## src/rtl/ftws_pkg.sv

```systemverilog
// Shared types, widths and constants of the frame-time window statistics block.
`default_nettype none

package ftws_pkg;

  // Field widths
  localparam int TS_W    = 63;   // timestamp
  localparam int FREQ_W  = 32;   // counter frequency register
  localparam int MS_W    = 48;   // Q32.16 millisecond values
  localparam int FRAC_W  = 16;   // fraction bits of Q32.16
  localparam int FC_W    = 7;    // fill count field

  // delta * 1000 needs 10 more bits; the 16 fraction bits follow
  localparam int PROD_W  = TS_W + 10;
  localparam int DIVN_W  = PROD_W + FRAC_W;

  localparam int WINDOW_DEF = 64;

  localparam logic [MS_W-1:0]   MS_MAX     = {MS_W{1'b1}};
  localparam logic [FREQ_W-1:0] FREQ_RESET = 32'd10000000;

  // Input commands
  localparam logic CMD_BEGIN = 1'b0;
  localparam logic CMD_END   = 1'b1;

  typedef enum logic [3:0] {
    S_IDLE,
    S_MUL,
    S_PROD,
    S_MS_GO,
    S_MS_WAIT,
    S_WRITE,
    S_WALK,
    S_AVG_GO,
    S_AVG_WAIT,
    S_LOAD
  } ftws_state_t;

  // Controller to datapath
  typedef struct packed {
    logic cap_begin;
    logic cap_end;
    logic mul;
    logic prod;
    logic div_start;
    logic div_avg;
    logic ms_load;
    logic ram_write;
    logic walk_init;
    logic walk_step;
    logic out_load;
  } ftws_cmd_t;

  // Datapath to controller
  typedef struct packed {
    logic div_done;
    logic walk_done;
  } ftws_sts_t;

endpackage

`default_nettype wire

```

## src/rtl/ftws_ctrl.sv

```systemverilog
// Controller state machine and result valid of the frame-time window statistics block.
`default_nettype none

module ftws_ctrl (
  input  logic                  clk,
  input  logic                  rst_n,
  input  logic                  in_valid,
  input  logic                  in_command,
  output logic                  in_stall,
  output logic                  out_valid,
  input  logic                  out_stall,
  input  ftws_pkg::ftws_sts_t   sts,
  output ftws_pkg::ftws_cmd_t   cmd
);

  ftws_pkg::ftws_state_t state_r, state_nxt;
  logic                  out_valid_r, out_valid_nxt;
  logic                  in_xfer;
  logic                  out_free;

  assign in_stall = (state_r != ftws_pkg::S_IDLE);
  assign in_xfer  = in_valid && !in_stall;
  assign out_free = !out_valid_r || !out_stall;

  always_comb begin
    state_nxt = state_r;
    unique case (state_r)
      ftws_pkg::S_IDLE: begin
        if (in_xfer && (in_command == ftws_pkg::CMD_END)) begin
          state_nxt = ftws_pkg::S_MUL;
        end
      end
      ftws_pkg::S_MUL:     state_nxt = ftws_pkg::S_PROD;
      ftws_pkg::S_PROD:    state_nxt = ftws_pkg::S_MS_GO;
      ftws_pkg::S_MS_GO:   state_nxt = ftws_pkg::S_MS_WAIT;
      ftws_pkg::S_MS_WAIT: begin
        if (sts.div_done) begin
          state_nxt = ftws_pkg::S_WRITE;
        end
      end
      ftws_pkg::S_WRITE:   state_nxt = ftws_pkg::S_WALK;
      ftws_pkg::S_WALK: begin
        if (sts.walk_done) begin
          state_nxt = ftws_pkg::S_AVG_GO;
        end
      end
      ftws_pkg::S_AVG_GO:  state_nxt = ftws_pkg::S_AVG_WAIT;
      ftws_pkg::S_AVG_WAIT: begin
        if (sts.div_done) begin
          state_nxt = ftws_pkg::S_LOAD;
        end
      end
      ftws_pkg::S_LOAD: begin
        if (out_free) begin
          state_nxt = ftws_pkg::S_IDLE;
        end
      end
      default:             state_nxt = ftws_pkg::S_IDLE;
    endcase
  end

  always_comb begin
    cmd = '0;
    unique case (state_r)
      ftws_pkg::S_IDLE: begin
        cmd.cap_begin = in_xfer && (in_command == ftws_pkg::CMD_BEGIN);
        cmd.cap_end   = in_xfer && (in_command == ftws_pkg::CMD_END);
      end
      ftws_pkg::S_MUL:      cmd.mul = 1'b1;
      ftws_pkg::S_PROD:     cmd.prod = 1'b1;
      ftws_pkg::S_MS_GO:    cmd.div_start = 1'b1;
      ftws_pkg::S_MS_WAIT:  cmd.ms_load = sts.div_done;
      ftws_pkg::S_WRITE: begin
        cmd.ram_write = 1'b1;
        cmd.walk_init = 1'b1;
      end
      ftws_pkg::S_WALK:     cmd.walk_step = 1'b1;
      ftws_pkg::S_AVG_GO: begin
        cmd.div_start = 1'b1;
        cmd.div_avg   = 1'b1;
      end
      ftws_pkg::S_AVG_WAIT: cmd.div_avg = 1'b1;
      ftws_pkg::S_LOAD:     cmd.out_load = out_free;
      default:              cmd = '0;
    endcase
  end

  always_comb begin
    out_valid_nxt = out_valid_r;
    if (cmd.out_load) begin
      out_valid_nxt = 1'b1;
    end else if (!out_stall) begin
      out_valid_nxt = 1'b0;
    end
  end

  always_ff @(posedge clk) begin
    if (!rst_n) begin
      state_r     <= ftws_pkg::S_IDLE;
      out_valid_r <= 1'b0;
    end else begin
      state_r     <= state_nxt;
      out_valid_r <= out_valid_nxt;
    end
  end

  assign out_valid = out_valid_r;

endmodule

`default_nettype wire

```

## config.mk

```make
export PLATFORM = sky130hd
export DESIGN_NAME = ftws_ctrl
export DESIGN_NICKNAME = d
export VERILOG_FILES = /design/src/rtl/ftws_pkg.sv /design/src/rtl/ftws_ctrl.sv
export SDC_FILE = /design/constraint.sdc
export NUM_CORES = 1
export LEC_CHECK = 0
export BUFFER_PORTS_ARGS = -buffer_cell sky130_fd_sc_hd__buf_2
export CORE_AREA = 4 4 41 43
export DETAILED_ROUTE_END_ITERATION = 8
export DIE_AREA = 0 0 45 47
export HOLD_SLACK_MARGIN = 0.02
export PLACE_DENSITY = 0.59
export SLEW_MARGIN = 5
export SYNTH_ARGS = -nofsm -noshare
export SYNTH_HDL_FRONTEND = slang
export SYNTH_SLANG_ARGS = --single-unit
```

## constraint.sdc

```tcl
create_clock -name clk -period 1.34 [get_ports clk]
set_input_delay 0.268 -clock clk [delete_from_list [all_inputs] [get_ports clk]]
set_output_delay 0.268 -clock clk [all_outputs]
set_load 0.02 [all_outputs]
```

==> impl_metrics.yaml, run 1 <==
clocking:
  clk_latency_ns: 0.24
  cts_max_path_buffers: 2
  cts_buffers: 3
  htreeDepth: 1
  clockRootBuffer: "clkbuf_4"
  cts_tree: "done"
  clk_pin_slew_ns: 0.04
  hold_buffers: 0
  clock_sinks: 5
grt:
  grt_pass1_wl_microns: 1700
  grt_pass1_vias: 403
  grtUsageTotal_pct: 11.0
  grt_overflow: 0
  grt_max_degree: 11
  antenna_found_initial: 0
layout:
  layout.nets: 86
  multiInputGateArea_sq_um: 323
  fillers: 127
  syn2layout_area_growth_pct: 108
  postLayoutCoreUtil_pct: 58.7
  drive_gt1_share_pct: 80.8
  ff_latch_area_sq_um: 115
  stdcell_area_sq_um: 763
  antenna_cells: 0
min_path:
  hp-start: "rst_n"
  min_path_type: "primary input to register"
worst_setup_path:
  critPathBufInv: 1
  r2r-start: "state_r[2]"
  crit_path_top_delay_cell: "dfxtp_4"
  setup.worst_path.start: "state_r[2]"
  crit_path_max_fanout: 7
  start_kind: "register"
  critPathRequiredTime_ns: 1.07
  critPathArrivalTime_ns: 1.36
  critPathMaxStageDelay_ns: 0.39
  worstSetupPathType: "register to output pin"
  crit_family: "simple AND/OR/NAND/NOR gates"
  path_cells: "or2b_4 > nor4b_4 > buf_4"
  endpoint_kind: "output pin"
timing:
  period_share_pct: 122
  fin_ws_ns: -0.292
  finalSetupViolCount: 13
  fmax_mhz: 613
  slew_viol_final: 0
  relSlewSlack_pct: 82.8
  skew_ns: 0.000750
  rsz0062_at_grt: "true"
  hold_violations: 0
  fin_crit_ns: 1.63
  tightest_slew_ns: 0.256
floorplan:
  die_h_microns: 47
  ios: 20
  dieArea_sq_um: 2120
  coreArea_sq_um: 1300
  placementRows: 13
  start_util_pct: 28.2
  die_w_microns: 45
drt:
  route.detailed.drc: 0
  avgRoutedWirePerCell_microns: 12.7
  ant_nets: 0
  first_pass_iters: 2
  wl_microns: 1180
  vias: 437
  drtIter0Drc: 2
  routed_via_density: 4.70
logic_synthesis:
  syn_area_sq_um: 367
  yosysSeqAreaShare_pct: 27.3
  avgSynthCellArea_sq_um: 8.33
  ys_seq_elements: 5
  yosysTopAreaCellShare_pct: 27.3
  synth_cells: 44
  yosysTopAreaCell: "dfxtp_1"
  synth_cell_type_count: 25
  yosysWarnings: 0
  syn_nets: 51
  netlist_top_cells_area: "dfxtp_1, buf_4, or4b_1"
placed_design:
  placed_area_sq_um: 546
  port_buffers: 19
  dp_hpwl_microns: 769
  gp_congestion: 0.728
job:
  maxCapViolCount: 0
status:
  violations: "setup timing"
  status: "complete, but fails checks"
power_and_ir_drop:
  leakagePower_nw: 0.363
  ir_worst_vdd_mv: 0.498
  power_density_nw_per_um2: 903
synthesized netlist by cell type:
master	number
a21boi_0	1
a21boi_1	1
a21oi_1	2
and3_1	1
buf_2	1
buf_4	3
buf_6	1
dfxtp_1	5
inv_1	1
mux2_1	1
nand2_1	3
nand2b_1	2
nand2b_4	1
nor2_1	5
nor2_2	1
nor3_1	2
nor4_2	1
nor4b_1	2
o21a_1	2
o21ai_0	1
o21ai_1	2
or2b_2	1
or3b_4	1
or4b_1	2
xor2_1	1
registers in the layout, summed over array words and instances, names as in the netlist:
| name | flops |
|---|---|
| state_r | 4 |
| out_valid | 1 |
worst paths after layout:
check	end	slack, ns	cells after the start
worst max-delay path	cmd[4]	-0.29	3
worst min-delay path	state_r[0]	0.29	2
worst max register to register	state_r[0]	-0.23	6
worst min register to register	out_valid	0.52	2
area by class of cell:
cell class | count | area share [%]
Inverter | 1 | 0.492
Clock buffer | 4 | 3.44
Tap cell | 15 | 2.46
Timing Repair Buffer | 35 | 36.2
Multi-Input combinational cell | 33 | 42.3
Sequential cell | 5 | 15.1
power by group:
group / total, mW / switching (mW) / internal, mW
sequential: 0.191 / 0.0279 / 0.163
clock: 0.171 / 0.0590 / 0.112
combinational: 0.327 / 0.150 / 0.178
total: 0.689 / 0.237 / 0.453
layout by cell type (no fill, tap or decap), types with 2 or more instances in the layout:
cell type / Yosys / final
nand2b_4: 1 / 2
buf_4: 3 / 18
clkbuf_4: 0 / 3
o21a_1: 2 / 2
or4b_4: 0 / 2
nor2_2: 1 / 4
buf_6: 1 / 9
nor3_2: 0 / 2
nand2_1: 3 / 2
buf_2: 1 / 7
dfxtp_4: 0 / 4
kinds of logic after synthesis:
group           count (synthesis)  synth area share [%]
xor+xnor                        1                  2.39
flops                           5                  27.3
compound gates                  9                  15.0
mux                             1                  3.07
simple gates                   22                  40.6
buf+inv                         6                  11.6
timing repair:
action                                  in CTS  in global routing
resized for setup                           17                 26
endpoints found under the hold margin        0                  0
pin swaps                                    3                  2
endpoints found under the setup margin      14                 14
setup buffers                                2                  5
stage by stage:
step / hold slack, ns / TNS (ns) / total power [mW] / worst slack, ns / std cells
finish: 0.288 / -2.50 / 0.689 / -0.292 / 93
global route: 0.290 / -3.19 / 0.732 / -0.327 / 93
CTS: 0.276 / -2.59 / 0.598 / -0.290 / 88
detailed placement: 0.522 / -0.955 / 0.412 / -0.148 / 82
global placement: 0.513 / -0.831 / 0.408 / -0.167 / 82
floorplan: 0.386 / -0.161 / 0.330 / -0.121 / 44
layer usage:
metal,share of wire (%),GRT usage (%)
met3,7.2,3.83
met4,0,3.51
met1,39,12.8
met2,54,18.9
met5,0,0
Power figures use the tool's default switching activity.
==> run 2, diff against run 1 <==
- ABC_AREA: unset -> 1
- CORE_AREA: 4 4 41 43 -> unset
- CORE_MARGIN: unset -> 4
- CORE_UTILIZATION: unset -> 30
- DIE_AREA: 0 0 45 47 -> unset
- PLACE_DENSITY: 0.59 -> 0.62
==> run 2 against run 1 <==
  * The flow still finishes with violations (setup timing)
  * Power is 140% higher
  * Critical path depth is 3 higher
  * Combinational power rose to 3.6 times the previous value
  * Setup slack better by 0.14 ns
  * First-iteration DRC count grew to 4.0 times the previous value
==> impl_metrics.yaml, run 2 <==
worst_setup_path:
  worstSetupPathType: "register to output pin"
  start_kind: "register"
  path_cells: "inv_6 > nand2_8 > nor2_4 > nand2_2 > nor2_2 > buf_6"
  crit_path_max_fanout: 5
  critPathMaxStageDelay_ns: 0.37
  critPathRequiredTime_ns: 1.07
  crit_path_top_delay_cell: "dfxtp_4"
  critPathArrivalTime_ns: 1.23
  endpoint_kind: "output pin"
logic_synthesis:
  ys_seq_elements: 5
  syn_area_sq_um: 399
  avgSynthCellArea_sq_um: 5.96
  synth_compound_area_share_pct: 9.72
  synthAdderAreaFrac_pct: 0
  yosysSeqAreaShare_pct: 25.1
  synth_cell_type_count: 17
  synth_edf_count: 0
  synth_cells: 67
  yosysWarnings: 0
  synth_commonest_cells: "nor2_1, inv_1, nand2_1"
  synthXorXnorAreaFrac_pct: 0
  synth.most_common_cell: "nor2_1"
  synth_top_family_by_area: "simple AND/OR/NAND/NOR gates"
  synth_simple_gate_area_share_pct: 46.4
  netlist_top_cells_area: "dfxtp_1, nor2_1, inv_1"
  ys.flop_type: "dfxtp_1"
  synthMuxAreaShare_pct: 0
  yosysTopAreaCell: "dfxtp_1"
  async_flop_share_pct: 0
  yosysTopAreaCellShare_pct: 25.1
  syn_nets: 74
grt:
  grt_util_met3_pct: 1.22
  antenna_found_initial: 0
  grt_max_degree: 6
  groute.layer.met1.usage_pct: 14.4
  grtUsageTotal_pct: 12.0
  busiest_layer: "met2"
  globalRouteMet2Util_pct: 21.2
  grt_pass1_wl_microns: 1810
  grt_overflow: 0
  grt_pass1_vias: 454
power_and_ir_drop:
  ir_worst_vdd_mv: 1.14
  leakagePower_nw: 0.402
  power_density_nw_per_um2: 2150
  finalPower_mw: 1.66
layout:
  drive_gt1_share_pct: 63.0
  postLayoutCoreUtil_pct: 65.9
  antenna_cells: 0
  syn2layout_area_growth_pct: 93.4
  fillers: 102
  final_common_cell: "buf_4"
  layoutNonFillerInstCount: 114
  layout.nets: 108
  stdcell_area_sq_um: 772
  top_register: "state_r"
  largest_reg_flops: 4
  final_cell_mix: "buf_4, inv_1, nor2_1, buf_2, buf_6"
clocking:
  cts_buffers: 3
  clk_pin_slew_ns: 0.04
  clk_latency_ns: 0.24
  cts_tree: "done"
  htreeDepth: 1
  clockRootBuffer: "clkbuf_4"
  clock_sinks: 5
  cts_max_path_buffers: 2
timing:
  finalSetupViolCount: 11
  whs_ns: 0.268
  fin_ws_ns: -0.156
  tns_ns: -0.938
  fmax_mhz: 668
  rsz0062_at_grt: "true"
  skew_ns: 0.000138
  tightest_slew_ns: 0.226
  period_share_pct: 112
  hold_violations: 0
  slew_viol_final: 0
  relSlewSlack_pct: 84.8
  fin_crit_ns: 1.50
floorplan:
  ios: 20
  die_w_microns: 44.5
  coreArea_sq_um: 1170
  start_util_pct: 34.1
  die_h_microns: 44.5
  placementRows: 12
  dieArea_sq_um: 1980
placed_design:
  post-place-ws_ns: 0.0266
  placed_area_sq_um: 532
  port_buffers: 19
  gp_congestion: 0.784
  dp_cells: 101
  dp_hpwl_microns: 804
drt:
  wl_microns: 1220
  ant_nets: 0
  avgRoutedWirePerCell_microns: 10.7
  vias: 532
  route.detailed.drc: 0
  drtIter0Drc: 8
  routed_via_density: 4.67
  first_pass_iters: 4
job:
  maxCapViolCount: 0
status:
  status: "complete, but fails checks"
  violations: "setup timing"
min_path:
  min_path_type: "primary input to register"
run 2: changes by cell type after synthesis, sizes merged, moves of 3 or more:
cell,change
buf,-3
nand3,+6
nand2b,-3
nor2,+12
nand2,+6
inv,+15
run 2: cells by family after synthesis:
| kind of cell | after synthesis |
|---|---|
| AO/OA/AOI/OAI | 6 |
| buffers and inverters | 18 |
| flip-flops | 5 |
| AND/OR/NAND/NOR | 38 |
run 2: area by class of cell:
cell class / instances / area (sq um) / area share, %
flip-flops and latches: 5 / 115 / 14.9
clock buffers: 4 / 26.3 / 3.40
inverters: 16 / 72.6 / 9.40
well taps: 14 / 17.5 / 2.27
multi-input cells: 44 / 298 / 38.6
repair buffers: 31 / 243 / 31.4
run 2: final timing paths:
path	start	end	slack [ns]	depth (start not counted)
setup / recovery	state_r[3]	cmd[9]	-0.16	6
hold / removal	rst_n	state_r[3]	0.27	3
setup reg to reg	state_r[1]	state_r[0]	0.09	9
hold reg to reg	out_valid	out_valid	0.48	2
run 2: timing repair:
action / 4_1_cts / 5_1_grt
gates resized for setup: 26 / 22
buffers inserted: 3 / 6
pin swaps: 3 / 7
hold buffers: 0 / 0
setup endpoints to repair: 11 / 11
run 2: metal layers:
metal  up-vias  part of all wire [%]
li1        272                     -
met1       239                    39
met2        19                    51
met3         2                   7.6
met4         0                   1.7
met5         -                     0
run 2: power breakdown:
part / internal, mW / switching, mW
clock: 0.112 / 0.0585
combinational: 0.564 / 0.622
sequential: 0.220 / 0.0811
run 2: worst max-delay path: cells and delay by family (launching register included):
| family | cells | cell delay (ns) |
|---|---|---|
| buffers and inverters | 2 | 0.22 |
| flip-flops | 1 | 0.37 |
| AND/OR/NAND/NOR | 4 | 0.39 |
==> run 3, diff against run 2 <==
- CORE_AREA: unset -> 4 4 41 43
- CORE_MARGIN: 4 -> unset
- CORE_UTILIZATION: 30 -> unset
- DIE_AREA: unset -> 0 0 45 47
- SETUP_SLACK_MARGIN: unset -> 0.5
==> run 3 against run 2 <==
  * The flow still finishes with violations (setup timing)
  * Setup slack lost 0.010 ns
  * Sequential share of layout area down 2.4 points
  * Clock power about the same
  * Design area grew 20%
  * First-iteration DRC count is 50% lower
  * Largest cell class unchanged
  * Non-clock buffer count increased by 4
  * Clock-buffer cell count unchanged
  * Sequential cell count unchanged
  * Core utilization up 5.4 points
  * Critical path depth is the same
==> impl_metrics.yaml, run 3 (synthesis gave the netlist of run 2 again) <==
clocking:
  clk_pin_slew_ns: 0.04
  cts_tree: "done"
  cts_buffers: 3
  clock_sinks: 5
  cts_max_path_buffers: 2
  clk_latency_ns: 0.24
  clockRootBuffer: "clkbuf_4"
  htreeDepth: 1
  hold_buffers: 0
worst_setup_path:
  crit_path_max_fanout: 6
  critPathArrivalTime_ns: 1.24
  critPathMaxStageDelay_ns: 0.37
  endpoint_kind: "output pin"
  start_kind: "register"
  critPathRequiredTime_ns: 1.07
  crit_path_top_delay_cell: "dfxtp_4"
  path_common_cell: "nor2_4"
  path_cells: "nor2_4 > inv_2 > nor2_4 > nand2_4 > nor2_4 > buf_6"
  worstSetupPathType: "register to output pin"
grt:
  grt_overflow: 0
  grt_max_degree: 7
  grtUsageTotal_pct: 14.4
  grt_pass1_wl_microns: 2200
  antenna_found_initial: 0
  grt_pass1_vias: 528
layout:
  top_register: "state_r"
  antenna_cells: 0
  ff_latch_area_sq_um: 116
  largest_reg_flops: 4
  final_common_cell: "buf_6"
  layout.nets: 112
  drive_gt1_share_pct: 82.7
  syn2layout_area_growth_pct: 133
  multiInputGateArea_sq_um: 379
  final_cell_mix: "buf_6, buf_4, nor2_4"
  fillers: 93
power_and_ir_drop:
  p_sw_share_pct: 48.3
  p_sw_uw: 951
  leakagePower_nw: 0.447
  cell_internal_pwr_mw: 1.02
  ir_worst_vdd_mv: 1.04
  p_clk_share_pct: 8.7
  pwr-share-seq_pct: 16.6
  combPwrFrac_pct: 74.7
  power_density_nw_per_um2: 2120
floorplan:
  start_util_pct: 30.7
  coreArea_sq_um: 1300
  dieArea_sq_um: 2120
  placementRows: 13
  ios: 20
  die_w_microns: 45
  die_h_microns: 47
timing:
  finalSetupViolCount: 13
  slew_viol_final: 0
  rsz0062_at_grt: "true"
  skew_ns: 0.000335
  fin_crit_ns: 1.51
  tightest_slew_ns: 0.298
  relSlewSlack_pct: 80.1
  tns_ns: -1.22
  fin_ws_ns: -0.166
  fmax_mhz: 664
  hold_violations: 0
  period_share_pct: 112
placed_design:
  post-place-ws_ns: 0.0476
  gp_congestion: 0.797
  dp_hpwl_microns: 911
  port_buffers: 19
drt:
  ant_nets: 0
  wl_microns: 1730
  route.detailed.drc: 0
  drtIter0Drc: 4
  avgRoutedWirePerCell_microns: 14.5
  first_pass_iters: 4
  routed_via_density: 4.93
  vias: 587
status:
  status: "complete, but fails checks"
  violations: "setup timing"
min_path:
  min_path_type: "primary input to register"
job:
  maxCapViolCount: 0
[run 3: changes by cell type in the layout (fill, tap and decap cells not counted), moves of 3 or more]
| cell | change |
|---|---|
| buf_4 | -4 |
| buf_6 | +10 |
| nand2_1 | -3 |
| nand2_4 | +3 |
| nand3_1 | -4 |
| nand3_2 | +4 |
| nor2_1 | -5 |
| nor2_4 | +3 |
[run 3: what timing repair did]
| item | in CTS | in global routing |
|---|---|---|
| pin swaps | 10 | 12 |
| setup buffers | 8 | 4 |
| endpoints found under the setup margin | 18 | 18 |
| resized for setup | 40 | 25 |
[run 3: critical path: cells and delay by family, from the launching register on]
family | cells | cell delay [ns]
flops | 1 | 0.37
buf+inv | 2 | 0.20
simple gates | 4 | 0.43
[run 3: final cells by class]
class	count	share of cell area, %
Multi-Input combinational cell	44	40.8
Clock buffer	4	2.83
Inverter	16	7.82
Tap cell	15	2.02
Timing Repair Buffer	35	34.0
Sequential cell	5	12.5
[run 3: final timing paths]
path              start          to  slack [ns]  depth (start not counted)
max reg2reg  state_r[2]  state_r[0]       -0.01                         10
min               rst_n  state_r[3]        0.27                          3
min reg2reg   out_valid   out_valid        0.51                          2
max          state_r[0]      cmd[9]       -0.17                          6
[run 3: power groups by stage]
| stage | registers, mW | logic (mW) | clock network (mW) |
|---|---|---|---|
| 2_1_floorplan | 0.295 | 0.613 | 0 |
| 3_3_place_gp | 0.304 | 0.834 | 0 |
| 3_5_place_dp | 0.306 | 0.843 | 0 |
| 4_1_cts | 0.308 | 1.20 | 0.180 |
| 5_1_grt | 0.326 | 1.56 | 0.182 |
| 6_report | 0.328 | 1.47 | 0.171 |
[run 3: stage by stage]
stage	hold slack (ns)	cell area (sq um)	total power [mW]	std cells	utilization (%)
finish	0.270	928	1.97	119	71.3
global route	0.277	928	2.07	119	71.3
CTS	0.263	805	1.68	115	61.8
detailed placement	0.479	598	1.15	103	46.0
global placement	0.469	598	1.14	103	46.0
floorplan	0.385	473	0.908	67	-
[run 3: layer usage]
layer	GRT usage, %	up-vias	wire [microns]
met4	10.5	0	56
met5	0	-	0
met3	1.53	8	78
met2	24.3	24	924
met1	16.9	279	670
li1	-	276	-
